`config.mk`:
```
export PLATFORM = sky130hd
export DESIGN_NAME = fah_ctrl
export DESIGN_NICKNAME = d
export VERILOG_FILES = /design/src/design/fah_pkg.sv /design/src/design/fah_ctrl.sv
export SDC_FILE = /design/constraint.sdc
export NUM_CORES = 1
export LEC_CHECK = 0
export ABC_AREA = 1
export BUFFER_PORTS_ARGS = -buffer_cell sky130_fd_sc_hd__buf_2
export CAP_MARGIN = 5
export CELL_PAD_IN_SITES_DETAIL_PLACEMENT = 0
export CELL_PAD_IN_SITES_GLOBAL_PLACEMENT = 1
export CORE_UTILIZATION = 38
export CTS_BUF_LIST = sky130_fd_sc_hd__clkbuf_4
export DETAILED_ROUTE_END_ITERATION = 8
export PLACE_DENSITY = 0.95
export SLEW_MARGIN = 5
export SYNTH_ARGS = -nofsm -noshare
export SYNTH_HDL_FRONTEND = slang
export SYNTH_SLANG_ARGS = --single-unit
```
`constraint.sdc`:
```
create_clock -name clk -period 3.65 [get_ports clk]
set_input_delay 0.5475 -clock clk [delete_from_list [all_inputs] [get_ports clk]]
set_output_delay 0.5475 -clock clk [all_outputs]
set_load 0.02 [all_outputs]
```
`src/design/fah_pkg.sv`:
```
// Shared types and constants for the first-fit heap allocator.
// Depends on nothing; every other design file imports it.
package fah_pkg;

  localparam int REQ_W  = 16;
  localparam int ADDR_W = 16;
  localparam int TOP_W  = 17;
  localparam int STAT_W = 3;

  typedef enum logic {
    FUNC_ALLOC = 1'b0,
    FUNC_FREE  = 1'b1
  } func_t;

  typedef enum logic [STAT_W-1:0] {
    ST_REUSED   = 3'd0,
    ST_APPENDED = 3'd1,
    ST_MARKED   = 3'd2,
    ST_RELEASED = 3'd3,
    ST_REJECTED = 3'd4,
    ST_UNKNOWN  = 3'd5
  } stat_t;

  typedef enum logic [1:0] {
    S_IDLE,
    S_SCAN,
    S_RESP
  } state_t;

  typedef enum logic [1:0] {
    WR_APPEND,
    WR_BUSY,
    WR_FREE
  } wr_kind_t;

  // Search token that walks down the cell chain.
  typedef struct packed {
    logic act;
    logic found;
  } hop_t;

  // Entry update broadcast from the controller to all cells.
  typedef struct packed {
    logic     en;
    wr_kind_t kind;
  } wr_t;

endpackage

```
`src/design/fah_ctrl.sv`:
```
// Controller of the allocator: request capture, table count, heap break,
// decision after the chain search and the result register. Depends on fah_pkg.
module fah_ctrl import fah_pkg::*; #(
  parameter int MAX_ENTRIES  = 64,
  parameter int HEAP_BYTES   = 65536,
  parameter int HDR          = 16,
  parameter int IW           = 6,
  parameter int CW           = 7,
  parameter int AW           = 17
) (
  input  logic              clk,
  input  logic              rst_n,
  input  logic              in_valid,
  output logic              in_ready,
  input  logic              in_func,
  input  logic [REQ_W-1:0]  in_req_size,
  input  logic [ADDR_W-1:0] in_block_addr,
  output logic              out_valid,
  input  logic              out_ready,
  output logic [ADDR_W-1:0] out_payload_addr,
  output logic [STAT_W-1:0] out_status,
  output logic [TOP_W-1:0]  out_heap_top,
  output logic              func,
  output logic [REQ_W-1:0]  req_size,
  output logic [ADDR_W-1:0] block_addr,
  output logic [CW-1:0]     count,
  output hop_t              hop_inj,
  input  hop_t              hop_end,
  input  logic [IW-1:0]     idx_end,
  input  logic [AW-1:0]     start_end,
  input  logic [REQ_W-1:0]  bytes_end,
  output wr_t               wr,
  output logic [IW-1:0]     wr_idx,
  output logic [AW-1:0]     wr_start,
  output logic [REQ_W-1:0]  wr_bytes
);

  // The append sum must hold both a full break and a full request.
  localparam int NW = ((AW > REQ_W) ? AW : REQ_W) + 1;

  state_t            state_r, state_nxt;
  logic              func_r;
  logic [REQ_W-1:0]  req_r;
  logic [ADDR_W-1:0] addr_r;
  logic              inj_r;
  logic [CW-1:0]     count_r, count_nxt;
  logic [AW-1:0]     brk_r, brk_nxt;
  logic [ADDR_W-1:0] oaddr_r, oaddr_nxt;
  stat_t             ostat_r, ostat_nxt;
  logic [NW-1:0]     need;
  logic [AW:0]       fpay;
  logic              done, tail, full;

  assign need = NW'(brk_r) + NW'(HDR) + NW'(req_r);
  assign fpay = {1'b0, start_end} + (AW+1)'(HDR);
  assign done = (state_r == S_SCAN) && hop_end.act;
  assign tail = (CW'(idx_end) == count_r - CW'(1));
  assign full = count_r >= CW'(MAX_ENTRIES);

  // The token enters the chain in the cycle after acceptance, once the request
  // fields seen by the cells have been captured.
  assign hop_inj = '{act: inj_r, found: 1'b0};

  always_comb begin
    state_nxt = state_r;
    count_nxt = count_r;
    brk_nxt   = brk_r;
    oaddr_nxt = oaddr_r;
    ostat_nxt = ostat_r;
    wr        = '{en: 1'b0, kind: WR_BUSY};
    wr_idx    = idx_end;
    wr_start  = brk_r;
    wr_bytes  = req_r;
    in_ready  = 1'b0;
    out_valid = 1'b0;
    unique case (state_r)
      S_IDLE: begin
        in_ready = 1'b1;
        if (in_valid) begin
          state_nxt = S_SCAN;
        end
      end
      S_SCAN: begin
        if (done) begin
          state_nxt = S_RESP;
          oaddr_nxt = '0;
          if (func_r == FUNC_ALLOC) begin
            if (req_r == '0) begin
              ostat_nxt = ST_REJECTED;
            end else if (hop_end.found) begin
              wr        = '{en: 1'b1, kind: WR_BUSY};
              oaddr_nxt = ADDR_W'(fpay);
              ostat_nxt = ST_REUSED;
            end else if (full || need > NW'(HEAP_BYTES)) begin
              ostat_nxt = ST_REJECTED;
            end else begin
              wr        = '{en: 1'b1, kind: WR_APPEND};
              wr_idx    = IW'(count_r);
              oaddr_nxt = ADDR_W'({1'b0, brk_r} + (AW+1)'(HDR));
              ostat_nxt = ST_APPENDED;
              count_nxt = count_r + CW'(1);
              brk_nxt   = AW'(need);
            end
          end else if (hop_end.found) begin
            if (tail) begin
              brk_nxt   = brk_r - AW'(HDR) - AW'(bytes_end);
              count_nxt = count_r - CW'(1);
              ostat_nxt = ST_RELEASED;
            end else begin
              wr        = '{en: 1'b1, kind: WR_FREE};
              ostat_nxt = ST_MARKED;
            end
          end else begin
            ostat_nxt = ST_UNKNOWN;
          end
        end
      end
      S_RESP: begin
        out_valid = 1'b1;
        if (out_ready) begin
          state_nxt = S_IDLE;
        end
      end
      default: state_nxt = S_IDLE;
    endcase
  end

  always_ff @(posedge clk) begin
    if (!rst_n) begin
      state_r <= S_IDLE;
      count_r <= '0;
      brk_r   <= '0;
      inj_r   <= 1'b0;
    end else begin
      state_r <= state_nxt;
      count_r <= count_nxt;
      brk_r   <= brk_nxt;
      inj_r   <= in_valid && in_ready;
    end
  end

  always_ff @(posedge clk) begin
    oaddr_r <= oaddr_nxt;
    ostat_r <= ostat_nxt;
    if (in_valid && in_ready) begin
      func_r <= in_func;
      req_r  <= in_req_size;
      addr_r <= in_block_addr;
    end
  end

  assign out_payload_addr = oaddr_r;
  assign out_status       = ostat_r;
  assign out_heap_top     = TOP_W'(brk_r);
  assign func             = func_r;
  assign req_size         = req_r;
  assign block_addr       = addr_r;
  assign count            = count_r;

endmodule

```
; After elaboration in Yosys (flattened, before gate mapping)
; Index checks and enable logic that the tools add are counted.
[classes]
eq_ne = 11
n_addsub = 7
magnitude_cmp = 2
reduce_logical = 9
muxes = 40
[ops]
columns = cell, count
row1 = 2-to-1 mux 17 bit, 6
row2 = 2-to-1 mux 7 bit, 6
row3 = 2-to-1 mux 3 bit, 13
row4 = 2-to-1 mux 6 bit, 6
row5 = 2-to-1 mux 16 bit, 2
row6 = "adder 17 x 5 -> 18 bit, second input constant", 1
row7 = adder 18 x 16 -> 18 bit, 1
row8 = "> comparator 18 x 17 -> 1 bit, second input constant", 1
row9 = subtractor 17 x 16 -> 17 bit, 1
row10 = "subtractor 17 x 5 -> 17 bit, second input constant", 1
row11 = "adder 16 x 5 -> 16 bit, second input constant", 1
row12 = logical NOT 16 bit, 1
row13 = "inequality test 2 bit, second input constant", 5
row14 = "adder 7 x 1 -> 7 bit, second input constant", 1
row15 = equality test 6 x 7 -> 1 bit, 1
row16 = ">= comparator 7 bit, second input constant", 1
row17 = AND reduction 7 bit, 1
row18 = "subtractor 7 x 1 -> 7 bit, second input constant", 1
row19 = 2-to-1 mux 2 bit, 3
row20 = one-hot mux 2 bit (3 select lines), 1
row21 = "inequality test 2 x 1 -> 1 bit, second input constant", 2
row22 = 2-to-1 mux 1 bit, 3
row23 = "inequality test 3 bit, second input constant", 1
row24 = AND reduction 3 bit, 1
row25 = 7 further kinds, 8
[word_totals]
register_bits = 79
wordCells = 78
output_inout_bits = 122
inputBits = 78

; Longest topological paths before layout
[depth]
depth_word = 10
ltp_mapped = 29
ltp_nobuf = 27

; Worst setup path before layout
; Ideal clock, no wire load.
[synth_path]
kind = reg2out
startpoint = register brk_r[4] (netlist: out_heap_top[4])
endpoint = output wr_idx[0]
arrival_time_ns = 3.166
path_slack_ns = -0.064
t_required_ns = 3.102
path_stages_with_launch = 27
path_buffers = 0
cell_sequence = dfxtp_1 > inv_1 > nor3_2 > nand2_1 > nor2_2 > inv_1 > o21ai_0 > nand2_1 > inv_1 > ha_1 > nand2_1 > inv_1 > nand2_1 > nand2_1 > a21oi_1 > nand3b_1 > nand2_1 > nand2_1 > nor2_1 > nand3_1 > nand2_1 > nand2_2 > nor2_4 > nand2_1 > nor2_1 > nand2_1 > nand2_1
[synth_via]
elab_chain_len = 10
[synth_rtl]
columns = element, line_no
row1 = from (decl), fah_ctrl.sv:47  ; logic [AW-1:0] brk_r, brk_nxt;
row2 = from (signal assigned), fah_ctrl.sv:137  ; brk_r <= brk_nxt;
row3 = adder 17 x 5 -> 18 bit, -
row4 = adder 18 x 16 -> 18 bit, fah_ctrl.sv:54  ; assign need = NW'(brk_r) + NW'(HDR) + NW'(req_r);
row5 = > comparator 18 x 17 -> 1 bit, fah_ctrl.sv:94  ; end else if (full || need > NW'(HEAP_BYTES)) begin
row6 = logical OR 1 bit, fah_ctrl.sv:94
row7 = 2-to-1 mux 6 bit, fah_ctrl.sv:94
row8 = 2-to-1 mux 6 bit, fah_ctrl.sv:90  ; end else if (hop_end.found) begin
row9 = 2-to-1 mux 6 bit, fah_ctrl.sv:88  ; if (req_r == '0) begin
row10 = 2-to-1 mux 6 bit, fah_ctrl.sv:87  ; if (func_r == FUNC_ALLOC) begin
row11 = 2-to-1 mux 6 bit, fah_ctrl.sv:84  ; if (done) begin
row12 = 2-to-1 mux 6 bit, fah_ctrl.sv:76  ; unique case (state_r)
row13 = to (decl), fah_ctrl.sv:33  ; output logic [IW-1:0] wr_idx,
; Every way passes these cells.

; Final worst setup path
[layout_path]
startpoint = register brk_r[5] (netlist: out_heap_top[5])
endpoint = output wr_idx[5]
; The elaborated chain is that of the path after synthesis.

==> results.md <==
* Status: finished with violations
* Violations in the final reports: negative setup slack
* RSZ-0062 raised after global routing: true
* Die area at roughly 18000 sq um
* R2R depth at 28
* Total Power at 2.41 mW
* Max Used Layer: met5
* HP Class: in -> reg
* CP most frequent cell: nand2_1
* Largest delay share family, worst path: simple AND/OR/NAND/NOR gates
* Post-Synth Simple-Gate Area at 28.9%
* # diodes at 0
* WL per Instance at roughly 14 um
* Post-route cell area at roughly 8900 sq um
* CTS root buf: clkbuf_4
* Post-synth cell types at 44
* Placed Area at between 7000 and 8000 sq um
* Post-route minimum period at 4.17 ns
* CP required at 3.10 ns
* Synth Instances at 918
* Synth Cell Area at 6500 sq um
* Crit path depth at 27
* Initial Util at 39.0%
* Vias per cell at 4.88
* Crit path DAT at approximately 3.6 ns
* All-Layer GR Usage at 21.9%
* Final setup fails at 8
* Synth Area in Adders at 10.8%
* Slowest cell on crit path: dfxtp_4
* GP Congestion at 0.872
* Met3 wire length at 1360 um
* Power per standard cell area at 270 nW/um^2
* CP max stage delay at 0.39 ns
* GR Overflow Total at 0
* Max clock buf depth at 2
* Dominant cells by area after synthesis: edfxtp_1 24%, nand2_1 13%, ha_1 10%
* Worst-margin pin slew at 1.05 ns
* Most common cell in the synthesized netlist: nand2_1
* Initial antenna violation count at 3
* TritonCTS clock tree: yes
* Worst path bufs/invs at 8
* Fin cells at 1396
* Metal2 WL at 9640 um
* Post-synth top cells: 224 x nand2_1, 150 x inv_1, 94 x nor2_1, 53 x ha_1, 52 x edfxtp_1
* Static leakage at 4.63 nW
* Dominant cell type by area after synthesis: edfxtp_1
* Core area at 16600 sq um
* Xor/xnor share of the synthesized area at 4.18%
* Clock slew at reported path FFs at about 0.16 ns
* Worst-path fanout max at 6
* First-pass GRT wire length at 30400 um
* Area grow syn2layout at 37.4%
* Final setup margin at -0.524 ns
* Crit end category: output pin
* Post-synthesis compound-gate area fraction at 8.93%
* Peak Freq at about 240 MHz
* Share of layout cells above drive strength 1 at roughly 36%
* Peak supply drop at 0.274 mV
* Ys flop type: edfxtp_1
* Vias in the first global route at around 6.3k
* DR pass1 iterations at 5
* # DRC at 0
* Slew margin rel. at 30.0%
* Yosys top cell area share at between 20% and 30%
* Setup slack at placement at -0.278 ns
* Period utilization at 114%
* Net Count, Synth at 1051
* Seq cells post-synth at 79
* Final HPWL DP at 15100 um
* DRT iter0 DRCs at 441
* H-tree depth at 3
* Type of origin of the critical path: flop
* Detailed-route via count at 6809
* Async SR Flop Fraction at 0%
* Hold WS at 0.222 ns
* Num CTS Buffers at 9
* Clock skew at 0.0261 ns
* Critical setup path kind: reg -> out
* Main combinational cell family by area after synthesis: simple AND/OR/NAND/NOR gates
* Proportion of synthesized area in mux cells at 0.154%
* Dpl cells at around 1.4k
* Setup TNS at -3.93 ns
* Rows at between 40 and 50
* Final core occ at 53.7%
* Nets at 1304
* Max Cap Violations at 0
* Hold depth at 1
* Final wirelength at 19900 um
* CTS Hold Buffers Added at 0
* Number of synthesized flops with an enable pin at between 50 and 60
* Met1 WL at approximately 8500 um
* Mean Syn Cell Area at around 7.1 sq um
* Clk Latency, worst-skew pair at 0.48 ns
* Die height at 133 um
* Register area share after synthesis at 32.3%
* Routed Antenna Nets at 0
* Synth warn at 0
* Final hold vios at 0
* I/O pin count at 200
* Largest net degree at the start of global routing at 36
* Clock sinks at 79
* Final Max Tran Viols at 0
* Chip Width at 133 um
* Port bufs at approximately 200
-- routing by layer --
metal  track usage [%]  up-vias
li1                  -     3454
met4              6.26        2
met3              4.64       28
met5                 0        -
met1              26.4     3063
met2              39.0      262
-- where the power goes --
part	leakage, nW	switching [mW]	internal (mW)	total, mW
clock	0.0770	0.360	0.222	0.582
combinational	3.84	0.479	0.318	0.797
sequential	0.715	0.0322	1.00	1.03
-- flip-flops by register name, summed over array words and instances, names as in the netlist --
signal	count
block_addr	16
count	7
func	1
inj_r	1
out_heap_top	17
out_payload_addr	16
out_status	3
req_size	16
state_r	2
-- worst register-to-register path: cells and delay by family (launching register included) --
| family | cells | cell delay [ns] |
|---|---|---|
| buffers and inverters | 10 | 1.04 |
| DFF | 1 | 0.39 |
| and+or+nand+nor | 17 | 1.65 |
| adders and majority gates | 1 | 0.28 |
-- cell families after synthesis --
family / Yosys count
xor+xnor: 31
fa+ha+maj: 55
compound gates: 105
other cells: 1
mux: 1
buf+inv: 210
flops: 79
simple gates: 436
-- timing repair --
item | CTS | global route
setup buffers | 15 | 7
setup endpoints to repair | 8 | 32
gates cloned | 0 | 3
resized for setup | 90 | 53
pin swaps | 24 | 27
-- cell type report --
type,instances,area [sq um]
clock buffer,9,67.6
clock inverter,7,85.1
fill,1615,7710
inverter,155,587
multi-input combinational,629,3930
sequential,79,2110
tap,220,275
timing repair buffer,297,1880
-- path summary, 6_finish.rpt --
kind                                  end                         start  slack [ns]
setup / recovery                wr_idx[5]  out_heap_top[5]$_SDFFE_PN0P_       -0.52
hold / removal     req_size[15]$_DFFE_PP_               in_req_size[15]        0.22
setup reg to reg    count[3]$_SDFFE_PN0P_  out_heap_top[5]$_SDFFE_PN0P_        0.23
hold reg to reg   state_r[0]$_SDFFE_PN0P_       state_r[0]$_SDFFE_PN0P_        0.55
-- placed cells by master, fill, tap and decap left out, types with 5 or more instances in the layout --
master / netlist / routed
nand2_1: 224 / 198
buf_2: 8 / 189
inv_1: 150 / 140
buf_4: 36 / 92
nor2_1: 94 / 85
edfxtp_1: 52 / 52
nand3_1: 51 / 47
ha_1: 53 / 41
o21ai_0: 49 / 40
nand4_1: 29 / 29
a21oi_1: 32 / 27
dfxtp_1: 27 / 24
nand2_2: 5 / 23
xor2_1: 21 / 15
inv_2: 4 / 12
ha_4: 0 / 11
buf_6: 2 / 11
nor3_1: 10 / 9
xnor2_1: 10 / 9
clkbuf_4: 0 / 9
nor2_4: 1 / 8
nand2_4: 0 / 7
o21ai_1: 1 / 7
xor2_2: 0 / 5
nand3_2: 2 / 5
nand3b_1: 5 / 5
nor2_2: 3 / 5
nor4_1: 5 / 5
Power figures use the tool's default switching activity.
