File: src/design/fah_pkg.sv
// Shared types and constants for the first-fit heap allocator.
// Depends on nothing; every other design file imports it.
package fah_pkg;

  localparam int REQ_W  = 16;
  localparam int ADDR_W = 16;
  localparam int TOP_W  = 17;
  localparam int STAT_W = 3;

  typedef enum logic {
    FUNC_ALLOC = 1'b0,
    FUNC_FREE  = 1'b1
  } func_t;

  typedef enum logic [STAT_W-1:0] {
    ST_REUSED   = 3'd0,
    ST_APPENDED = 3'd1,
    ST_MARKED   = 3'd2,
    ST_RELEASED = 3'd3,
    ST_REJECTED = 3'd4,
    ST_UNKNOWN  = 3'd5
  } stat_t;

  typedef enum logic [1:0] {
    S_IDLE,
    S_SCAN,
    S_RESP
  } state_t;

  typedef enum logic [1:0] {
    WR_APPEND,
    WR_BUSY,
    WR_FREE
  } wr_kind_t;

  // Search token that walks down the cell chain.
  typedef struct packed {
    logic act;
    logic found;
  } hop_t;

  // Entry update broadcast from the controller to all cells.
  typedef struct packed {
    logic     en;
    wr_kind_t kind;
  } wr_t;

endpackage

File: src/design/fah_cell.sv
// One block-table entry of the allocator plus one stage of the search chain.
// Depends on fah_pkg.
module fah_cell import fah_pkg::*; #(
  parameter int IDX = 0,
  parameter int IW  = 6,
  parameter int CW  = 7,
  parameter int AW  = 17,
  parameter int HDR = 16
) (
  input  logic              clk,
  input  logic              rst_n,
  input  logic [CW-1:0]     count,
  input  logic              func,
  input  logic [REQ_W-1:0]  req_size,
  input  logic [ADDR_W-1:0] block_addr,
  input  hop_t              hop_i,
  input  logic [IW-1:0]     idx_i,
  input  logic [AW-1:0]     start_i,
  input  logic [REQ_W-1:0]  bytes_i,
  output hop_t              hop_o,
  output logic [IW-1:0]     idx_o,
  output logic [AW-1:0]     start_o,
  output logic [REQ_W-1:0]  bytes_o,
  input  wr_t               wr,
  input  logic [IW-1:0]     wr_idx,
  input  logic [AW-1:0]     wr_start,
  input  logic [REQ_W-1:0]  wr_bytes
);

  logic [AW-1:0]    start_r;
  logic [REQ_W-1:0] bytes_r;
  logic             free_r;
  hop_t             hop_r;
  logic [IW-1:0]    idx_r;
  logic [AW-1:0]    fstart_r;
  logic [REQ_W-1:0] fbytes_r;

  logic [AW:0] pay;
  logic        live, match, hit;

  assign pay  = {1'b0, start_r} + (AW+1)'(HDR);
  assign live = CW'(IDX) < count;

  always_comb begin
    if (func == FUNC_FREE) begin
      match = (ADDR_W'(pay) == block_addr) && (32'(pay) <= 32'hFFFF);
    end else begin
      match = free_r && (bytes_r >= req_size);
    end
  end

  assign hit = hop_i.act && !hop_i.found && live && match;

  // Entry storage.
  always_ff @(posedge clk) begin
    if (wr.en && wr_idx == IW'(IDX)) begin
      unique case (wr.kind)
        WR_APPEND: begin
          start_r <= wr_start;
          bytes_r <= wr_bytes;
          free_r  <= 1'b0;
        end
        WR_BUSY: free_r <= 1'b0;
        WR_FREE: free_r <= 1'b1;
        default: free_r <= free_r;
      endcase
    end
  end

  // Search stage toward the next cell.
  always_ff @(posedge clk) begin
    if (!rst_n) begin
      hop_r <= '0;
    end else begin
      hop_r.act   <= hop_i.act;
      hop_r.found <= hop_i.found | hit;
    end
  end

  always_ff @(posedge clk) begin
    if (hit) begin
      idx_r    <= IW'(IDX);
      fstart_r <= start_r;
      fbytes_r <= bytes_r;
    end else begin
      idx_r    <= idx_i;
      fstart_r <= start_i;
      fbytes_r <= bytes_i;
    end
  end

  assign hop_o   = hop_r;
  assign idx_o   = idx_r;
  assign start_o = fstart_r;
  assign bytes_o = fbytes_r;

endmodule

File: config.mk
export PLATFORM = sky130hd
export DESIGN_NAME = fah_cell
export DESIGN_NICKNAME = d
export VERILOG_FILES = /design/src/design/fah_pkg.sv /design/src/design/fah_cell.sv
export SDC_FILE = /design/constraint.sdc
export NUM_CORES = 1
export LEC_CHECK = 0
export ABC_AREA = 1
export BUFFER_PORTS_ARGS = -buffer_cell sky130_fd_sc_hd__buf_2
export CAP_MARGIN = 20
export CORE_MARGIN = 2
export CORE_UTILIZATION = 30
export CTS_CLUSTER_SIZE = 12
export DETAILED_ROUTE_END_ITERATION = 12
export GPL_TIMING_DRIVEN = 0
export REMOVE_ABC_BUFFERS = 1
export SYNTH_ARGS = -nofsm -noshare
export SYNTH_HDL_FRONTEND = slang
export SYNTH_SLANG_ARGS = --single-unit
File: constraint.sdc
create_clock -name clk -period 4.1 [get_ports clk]
set_input_delay 1.025 -clock clk [delete_from_list [all_inputs] [get_ports clk]]
set_output_delay 1.025 -clock clk [all_outputs]
set_load 0.02 [all_outputs]
; After elaboration in Yosys (flattened, before gate mapping)
; Cells that the tools add are included.
[totals]
register_bits = 75
input_bits = 125
elab_cells = 33
[op_classes]
addsub = 1
order_cmp = 3
eq_ne = 3
muxes = 4
bitwise_logic = 1
reduce_logical = 13
[op_table]
columns = cell, n
row1 = adder 17 x 5 -> 18 bit (second input constant), 1
row2 = <= comparator 18 x 16 -> 1 bit (second input constant), 1
row3 = 2-to-1 mux 17 bit, 1
row4 = equality test 16 bit, 1
row5 = >= comparator 16 bit, 1
row6 = 2-to-1 mux 16 bit, 1
row7 = < comparator 1 x 7 -> 1 bit (first input constant), 1
row8 = logical AND 1 bit, 6
row9 = logical NOT 6 bit, 1
row10 = AND reduction 2 bit, 2
row11 = equality test 2 x 1 -> 1 bit (second input constant), 1
row12 = equality test 2 bit (second input constant), 1
row13 = logical NOT 2 bit, 1
row14 = one-hot mux 1 bit (2 select lines), 1
row15 = nonzero test 2 bit, 1
row16 = OR reduction 2 bit, 1
row17 = logical NOT 1 bit, 1
row18 = 2-to-1 mux 1 bit, 1
row19 = OR 1 bit, 1

; Longest topological paths before layout
; Gate-level depths: netlist of the first run.
[logic_depth]
depth_word = 6
mapped_depth = 17

; Worst setup path before layout of the first run
; OpenSTA, ideal clock, no wires.
[synth_timing]
path_kind = input port to flip-flop
startpoint = input port wr_idx[1]
endpoint = register bytes_r[0], enable pin
setup_time_ns = 0.465
arrival_ns = 3.672
t_required_ns = 3.635
setup_slack_ns = -0.037
stages = 3
cell_sequence = nor4_1 -> nand3_1 -> nor3_1
[synth_between]
elab_chain_cells = 3
[synth_rtl]
columns = item, line_no
row1 = from (decl), fah_cell.sv:25  ; input logic [IW-1:0] wr_idx,
row2 = logical NOT 6 bit, fah_cell.sv:56  ; if (wr.en && wr_idx == IW'(IDX)) begin
row3 = logical AND 1 bit, fah_cell.sv:56
row4 = AND reduction 2 bit (no line), n/a
row5 = to (signal assigned), fah_cell.sv:60  ; bytes_r <= wr_bytes;
row6 = to (decl), fah_cell.sv:31  ; logic [REQ_W-1:0] bytes_r;
; No other way between the ends.
; A chain may end at the register's enable or synchronous reset.

; Worst setup path after layout of the first run
[layout_timing]
startpoint = input port req_size[6]
endpoint = register fbytes_r[6], in the netlist bytes_o[6]
[layout_between]
elab_chain_cells = 5
[layout_rtl]
columns = item, line_no
row1 = from (decl), fah_cell.sv:14  ; input logic [REQ_W-1:0] req_size,
row2 = >= comparator 16 bit, fah_cell.sv:48  ; match = free_r && (bytes_r >= req_size);
row3 = logical AND 1 bit, fah_cell.sv:48
row4 = 2-to-1 mux 1 bit, fah_cell.sv:45  ; if (func == FUNC_FREE) begin
row5 = logical AND 1 bit, fah_cell.sv:52  ; assign hit = hop_i.act && !hop_i.found && live && match;
row6 = 2-to-1 mux 16 bit, fah_cell.sv:81  ; if (hit) begin
row7 = to (signal assigned), fah_cell.sv:84  ; fbytes_r <= bytes_r;
row8 = to (signal assigned), fah_cell.sv:88  ; fbytes_r <= bytes_i;
row9 = to (decl), fah_cell.sv:36  ; logic [REQ_W-1:0] fbytes_r;
; No other way between the ends.

==> metrics.yaml, run 1 <==
status: "completed"
yosysWarningCount: 0
yosys.area.top_type: "edfxtp_1"
required_ns: 4.33
row_count: 39
reg2reg_slack_ns: 1.09
clkTransAtPathRegs_ns: 0.06
maxCapViolCount: 0
yosys.cell_types.count: 26
synth_area_um2: 3550
coreArea_um2: 11500
end_kind: "register"
ys_seq_elements: 75
cts_num_sinks: 75
drt-total-wl_mm: 9.43
synth_top_cell_area_share_pct: 28.8
cts_repair_resize_count: 0
cts.path.max_buffers: 2
first_global_vias: 3252
die_w_um: 113
dp.cells: 710
final_util_pct: 42.6
vias: 3244
start_kind: "input port"
cts_setup_buffers: 0
clkLatencyLatePin_ns: 0.34
drt_first_pass_iters: 4
fin_crit_ns: 3.39
p_comb_share_pct: 11.6
fin_nets: 721
skew_ns: 0.00831
area_delta_synth_final_pct: 37.8
swShare_pct: 23.2
rsz0062_at_grt: "false"
ys_top_cells_by_count: "nand2_1 (139), inv_1 (52), dfxtp_1 (41), nand4_1 (36), edfxtp_1 (34)"
drv_slew: 0
drive_above_1_share_pct: 33.6
yosysSeqAreaShare_pct: 51.9
power.switching_uw: 440
grt.total_usage_pct: 15.6
fmax_mhz: 295
hold_class: "reg -> reg"
synthArstFlopShare_pct: 0
yosysMostFrequentCell: "nand2_1"
via_per_inst: 4.47
ys_top_cells_by_area: "edfxtp_1 (29%), dfxtp_1 (23%), nand2_1 (15%)"
tightest_slew_ns: 0.812
dp_hpwl_mm: 7.15
p_leak_nw: 2.53
worstPathArrival_ns: 3.61
synth.avg_cell_area_um2: 8.63
grt_pass1_wl_mm: 15.2
p_seq_share_pct: 43.2
wl_per_cell_um: 13.0
intPower_mw: 1.45
final_cells: 726
port_buffers: 165
clock_power_share_pct: 45.3
crit_type: "in -> reg"
setup_viol: 0
hold_violations: 0
power_mw: 1.89
ctsHoldBuffers: 0
io_pins: 166
root_buffer: "clkbuf_16"
dieArea_um2: 12700
die_y_um: 113
routabilityCongestion: 0.801
detail-route-antenna-nets: 0
maxSlewHeadroom_pct: 45.7
power_density_nw_per_um2: 387
hold_ws_ns: 0.526
antenna_found_initial: 0
ys.flop_type: "dfxtp_1"
cts_max_level: 3
drc: 0
drt-initial-drc-count: 110
cts_tree: "yes"
start_util_pct: 30.9
diodes: 0
grt_max_degree: 41
peakVddDrop_mv: 0.279
worstPathMaxFanout: 40
grt_overflow: 0
fin_crit_sh_pct: 82.6
synth_edf_count: 34
syn_inst: 411
cts-buffers-inserted: 9
cells in the final DEF, fill, tap and decap left out, types with 2 or more instances in the layout:
cell type / Yosys / routed
a21oi_1: 12 / 11
buf_2: 3 / 165
buf_6: 4 / 2
buf_8: 0 / 2
bufinv_16: 0 / 2
clkbuf_16: 0 / 9
clkinv_4: 0 / 2
dfxtp_1: 41 / 41
edfxtp_1: 34 / 34
ha_1: 18 / 18
inv_1: 52 / 52
nand2_1: 139 / 139
nand3_1: 12 / 12
nand4_1: 36 / 36
nor2_1: 19 / 19
nor2_2: 4 / 4
nor3_1: 4 / 3
nor4_1: 2 / 2
o21ai_0: 4 / 4
xnor2_1: 8 / 8
xor2_1: 5 / 5
through the flow:
step	setup TNS [ns]	setup slack, ns	cell area (um2)
2_1_floorplan	-1.21	-0.0366	3460
3_3_place_gp	-80.64	-1.51	4460
3_5_place_dp	0	0.223	4560
4_1_cts	0	0.597	4890
5_1_grt	0	0.316	4890
6_report	0	0.713	4890
final timing paths:
check | startpoint | to | cells past startpoint
worst max register to register | bytes_r[6]$_DFFE_PP_ | bytes_o[6]$_DFF_P_ | 11
worst max-delay path | req_size[6] | bytes_o[6]$_DFF_P_ | 13
worst min-delay path | bytes_r[2]$_DFFE_PP_ | bytes_o[2]$_DFF_P_ | 2
worst min register to register | bytes_r[2]$_DFFE_PP_ | bytes_o[2]$_DFF_P_ | 2
power by group through the flow:
stage | Clock, mW | Sequential [mW] | Combinational [mW]
6_report | 0.857 | 0.817 | 0.219
5_1_grt | 0.920 | 0.820 | 0.246
4_1_cts | 0.885 | 0.818 | 0.224
3_5_place_dp | 0 | 0.834 | 0.223
3_3_place_gp | 0 | 0.832 | 0.213
2_1_floorplan | 0 | 0.871 | 0.0677
registers in the layout (all words and copies together), names as in the netlist:
| name | flops |
|---|---|
| free_r | 1 |
| hop_o | 2 |
| start_r | 17 |
| start_o | 17 |
| bytes_r | 16 |
| bytes_o | 16 |
| idx_o | 6 |
layout make-up:
type	count	area, um2
fillers	1151	6580
flip-flops and latches	75	1840
multi-input cells	270	1440
repair buffers	170	906
clock buffers	10	239
inverters	52	195
well taps	143	179
clock inverters	6	88.8
worst max-delay path, stage by stage:
cell and delay [ns]:
buf_2 0.08, inv_1 0.04, ha_1 0.29, nand4_1 0.12, nor3_1 0.25, nand2_1 0.09
nand3_1 0.10, nand2_1 0.05, nand2_1 0.59, buf_8 0.25, nand3_4 0.43, nand2_1 0.21
nand2_1 0.06
cells by family (layout without fill, tap and decap cells):
family                   after synthesis  after routing  synth area share [%]
adder cells (fa/ha/maj)               18             18                  6.35
flip-flops                            75             75                  51.9
buffers and inverters                 66            238                  7.97
AND/OR/NAND/NOR                      220            220                  27.6
XOR/XNOR                              13             13                  3.21
AO/OA/AOI/OAI                         19             19                  2.96
layer usage:
layer | vias to the layer above | track usage (%) | wire length, um
li1 | 1675 | - | -
met1 | 1417 | 19.0 | 4180
met4 | 0 | 7.97 | 227
met2 | 134 | 24.8 | 4210
met5 | - | 0 | 0
met3 | 18 | 4.93 | 816
(Power assumes the default switching activity.)
==> inputs of run 2 (changes only) <==
==> constraint.sdc (replaced) <==
create_clock -name clk -period 3.35 [get_ports clk]
set_input_delay 0.8375 -clock clk [delete_from_list [all_inputs] [get_ports clk]]
set_output_delay 0.8375 -clock clk [all_outputs]
set_load 0.02 [all_outputs]
==> run 2 against run 1 <==
Against the previous run: worst setup slack got worse by 0.31 ns; via count fell by 0.15%; final cell count did not move; non-clock buffer count did not move; utilization barely moved; largest cell class unchanged; highest routed layer unchanged.
==> metrics.yaml, run 2 (same netlist as run 1, synthesis figures left out) <==
status: "completed"
worstPathMaxFanout: 40
crit_type: "in -> reg"
final_util_pct: 42.7
reg2reg_from: "start_r[4]$_DFFE_PP_"
grt_max_degree: 41
drive_above_1_share_pct: 33.8
fmax_mhz: 339
met3_usage_pct: 4.93
ctsHoldBuffers: 0
cts_setup_buffers: 0
intPower_mw: 1.78
min_from: "bytes_r[2]$_DFFE_PP_"
p_seq_share_pct: 43.2
whs_path_depth: 2
drt-initial-drc-count: 110
row_count: 39
hold_violations: 0
timing.hold.worst_endpoint: "bytes_o[2]$_DFF_P_"
tns_ns: 0
grtUsageMet1_pct: 19.0
die_y_um: 113
p_leak_nw: 2.53
worstPathArrival_ns: 3.17
setup_viol: 0
power_density_nw_per_um2: 474
cts_repair_resize_count: 0
drv_slew: 0
die_w_um: 113
power.switching_uw: 538
swShare_pct: 23.2
fin_crit_ns: 2.95
clock_power_share_pct: 45.2
hold_ws_ns: 0.526
top_usage_layer: "met2"
final_common_cell: "buf_2"
coreArea_um2: 11500
p_comb_share_pct: 11.6
cts_num_sinks: 75
root_buffer: "clkbuf_16"
port_buffers: 165
antenna_found_initial: 0
required_ns: 3.58
routabilityCongestion: 0.801
peakVddDrop_mv: 0.342
diodes: 0
cts.path.max_buffers: 2
rr_worst_depth: 14
cts_tree: "yes"
maxCapViolCount: 0
clkTransAtPathRegs_ns: 0.06
cts-buffers-inserted: 9
io_pins: 166
r2r-end: "bytes_o[6]$_DFF_P_"
skew_ns: 0.00831
first_global_vias: 3252
dp_hpwl_mm: 7.15
grt.total_usage_pct: 15.6
drt_first_pass_iters: 4
vias: 3239
grt_pass1_wl_mm: 15.2
area_delta_synth_final_pct: 37.9
cts_max_level: 3
hold_class: "reg -> reg"
rsz0062_at_grt: "false"
grt_overflow: 0
dieArea_um2: 12700
wl_per_cell_um: 13.0
layout_common_cells: "buf_2 (165), nand2_1 (138), inv_1 (52)"
fin_nets: 721
reg2reg_slack_ns: 0.46
fin_crit_sh_pct: 87.9
maxSlewHeadroom_pct: 61.1
end_kind: "register"
tightest_slew_ns: 0.582
detail-route-antenna-nets: 0
start_kind: "input port"
via_per_inst: 4.46
start_util_pct: 30.9
drc: 0
grtUsageMet2_pct: 24.8
drt-total-wl_mm: 9.43
clkLatencyLatePin_ns: 0.34
==> run 2: cell counts in the layout (fill, tap and decap cells not counted) <==
No cell type changed its count.
==> run 2: final cells by class <==
type                            instances  area (um2)
Clock inverter                          6        88.8
Inverter                               52         195
Sequential cell                        75        1840
Fill cell                            1150        6580
Tap cell                              143         179
Clock buffer                           10         239
Timing Repair Buffer                  170         906
Multi-Input combinational cell        270        1440
==> run 2: how the worst max path moves through the flow <==
stage                  from                   end  cells after the start
3_5_place_dp    req_size[6]    start_o[2]$_DFF_P_                     13
3_3_place_gp      wr_idx[1]  bytes_r[2]$_DFFE_PP_                      4
2_1_floorplan     wr_idx[1]  bytes_r[0]$_DFFE_PP_                      3
6_report        req_size[6]    bytes_o[6]$_DFF_P_                     13
4_1_cts         req_size[6]    bytes_o[1]$_DFF_P_                     13
5_1_grt        req_size[15]   start_o[12]$_DFF_P_                     15
==> run 2: worst max-delay path, stage by stage <==
cell and delay [ns]:
buf_2 0.08, inv_1 0.04, ha_1 0.29, nand4_1 0.12, nor3_1 0.25, nand2_1 0.09
nand3_1 0.10, nand2_1 0.07, nand2_2 0.35, buf_8 0.23, nand3_4 0.43, nand2_1 0.21
nand2_1 0.06
==> run 2: power by group through the flow <==
stage | Sequential [mW] | Combinational (mW) | Clock (mW)
4_1_cts | 1.00 | 0.274 | 1.08
6_report | 1.00 | 0.269 | 1.05
5_1_grt | 1.00 | 0.302 | 1.13
3_5_place_dp | 1.02 | 0.273 | 0
3_3_place_gp | 1.02 | 0.261 | 0
2_1_floorplan | 1.07 | 0.0829 | 0
==> run 2: metal layers <==
layer | share of wire, % | vias up
met5 | 0 | -
met4 | 2.4 | 0
met3 | 8.6 | 18
met2 | 45 | 132
met1 | 44 | 1414
li1 | - | 1675
==> run 2: per-stage QoR <==
| stage | cells | instance area [um2] | setup WS (ns) | power (mW) |
|---|---|---|---|---|
| finish | 726 | 4890 | 0.404 | 2.32 |
| global route | 726 | 4890 | 0.0230 | 2.43 |
| CTS | 726 | 4890 | 0.0349 | 2.36 |
| detailed placement | 710 | 4560 | -0.339 | 1.29 |
| global placement | 705 | 4460 | -2.07 | 1.28 |
| floorplan | 397 | 3460 | -0.599 | 1.15 |
==> inputs of run 3 (changes only) <==
--- a/config.mk
+++ b/config.mk
@@ -10,6 +10,7 @@
 export CAP_MARGIN = 20
 export CORE_MARGIN = 2
 export CORE_UTILIZATION = 30
+export CTS_BUF_LIST = sky130_fd_sc_hd__clkbuf_8
 export CTS_CLUSTER_SIZE = 12
 export DETAILED_ROUTE_END_ITERATION = 12
 export GPL_TIMING_DRIVEN = 0
==> run 3 against run 2 <==
Against the previous run: largest power group is now sequential cells; final cell count stayed put; register-to-register slack is essentially flat; clock skew grew 0.0036 ns; highest routed layer unchanged; flip-flop and latch count unchanged; clock power shrank 25%; critical path type unchanged; largest cell class unchanged; via count fell by 0.31%; utilization decreased by 0.88 points; die area unchanged; global-route usage fell by 0.11 points; power fell by 11%; first-iteration DRC count decreased by 0.91%; worst setup slack gained 0.025 ns.
==> metrics.yaml, run 3 (same netlist as run 1, synthesis figures left out) <==
status: "completed"
drc: 0
drt-total-wl_mm: 9.45
tightest_slew_ns: 0.575
io_pins: 166
cts_repair_resize_count: 0
drive_above_1_share_pct: 33.8
required_ns: 3.60
fin_crit_ns: 2.92
placed_area_um2: 4560
clkLatencyLatePin_ns: 0.36
layout_setup_ws_ns: 0.429
cts.path.max_buffers: 2
drv_slew: 0
reg2reg_slack_ns: 0.45
start_kind: "input port"
layout_common_cells: "buf_2 (165), nand2_1 (138), inv_1 (52)"
dieArea_um2: 12700
start_util_pct: 30.9
wl_per_cell_um: 13.0
grt.total_usage_pct: 15.5
crit_type: "in -> reg"
maxSlewHeadroom_pct: 61.6
worstPathMaxFanout: 40
fill_cells: 1161
antenna_found_initial: 0
root_buffer: "clkbuf_8"
grt_pass1_wl_mm: 15.2
place_ws_ns: -0.339
hold_violations: 0
cts_setup_buffers: 0
dp_hpwl_mm: 7.15
cts_tree: "yes"
die_y_um: 113
diodes: 0
p_leak_nw: 2.48
final_common_cell: "buf_2"
area_delta_synth_final_pct: 35.0
coreArea_um2: 11500
tns_ns: 0
fin_nets: 721
port_buffers: 165
routabilityCongestion: 0.801
vias: 3229
peakVddDrop_mv: 0.245
cts-buffers-inserted: 9
fin_crit_sh_pct: 87.2
drt-initial-drc-count: 109
maxCapViolCount: 0
via_per_inst: 4.45
hold_class: "reg -> reg"
fmax_mhz: 342
skew_ns: 0.0119
setup_viol: 0
row_count: 39
die_w_um: 113
power_mw: 2.05
drt_first_pass_iters: 4
final_util_pct: 41.8
rsz0062_at_grt: "false"
finalInstanceArea_um2: 4790
cts_num_sinks: 75
grt_overflow: 0
first_global_vias: 3252
ctsHoldBuffers: 0
worstPathArrival_ns: 3.17
clkTransAtPathRegs_ns: 0.08
grt_max_degree: 41
cts_max_level: 3
end_kind: "register"
power_density_nw_per_um2: 429
detail-route-antenna-nets: 0
## run 3: changes by cell type in the layout (fill, tap and decap cells not counted)
cell | before | now
clkbuf_16 | 9 | 0
clkbuf_8 | 1 | 10
## run 3: path summary, 6_finish.rpt
kind,start,cells past startpoint,end
hold reg to reg,bytes_r[2]$_DFFE_PP_,2,bytes_o[2]$_DFF_P_
setup / recovery,req_size[15],15,bytes_o[6]$_DFF_P_
hold / removal,bytes_r[2]$_DFFE_PP_,2,bytes_o[2]$_DFF_P_
setup reg to reg,start_r[4]$_DFFE_PP_,14,bytes_o[6]$_DFF_P_
## run 3: cell type report
type                       count  area, um2  area share (%)
clock buffer                  10        138            2.87
clock inverter                 6       88.8            1.85
inverter                      52        195            4.08
multi-input combinational    270       1440            30.1
sequential                    75       1840            38.5
tap                          143        179            3.74
timing repair buffer         170        906            18.9
## run 3: stage by stage
stage | cells | hold slack (ns)
6_report | 726 | 0.531
3_5_place_dp | 710 | 0.517
2_1_floorplan | 397 | 0.492
4_1_cts | 726 | 0.534
5_1_grt | 726 | 0.583
3_3_place_gp | 705 | 0.513
## run 3: where the power goes
part,switching [mW],leakage (nW),internal [mW]
registers,0.00860,0.650,0.990
logic,0.153,1.72,0.116
clock network,0.346,0.110,0.439
total,0.508,2.48,1.55
## run 3: per-layer routing
layer | track usage, % | up-vias | wire length [um]
li1 | - | 1673 | -
met1 | 18.9 | 1413 | 4210
met2 | 24.9 | 129 | 4220
met3 | 5.89 | 14 | 857
met4 | 5.77 | 0 | 159
met5 | 0 | - | 0
## run 3: worst max-delay path, stage by stage
cell	delay, ns
buf_2	0.07
inv_1	0.03
ha_1	0.28
nand2_1	0.07
inv_1	0.05
nand3_1	0.08
nor3_1	0.20
nand2_1	0.08
nand3_1	0.10
nand2_1	0.07
nand2_2	0.35
buf_8	0.23
nand3_4	0.43
nand2_1	0.21
nand2_1	0.06
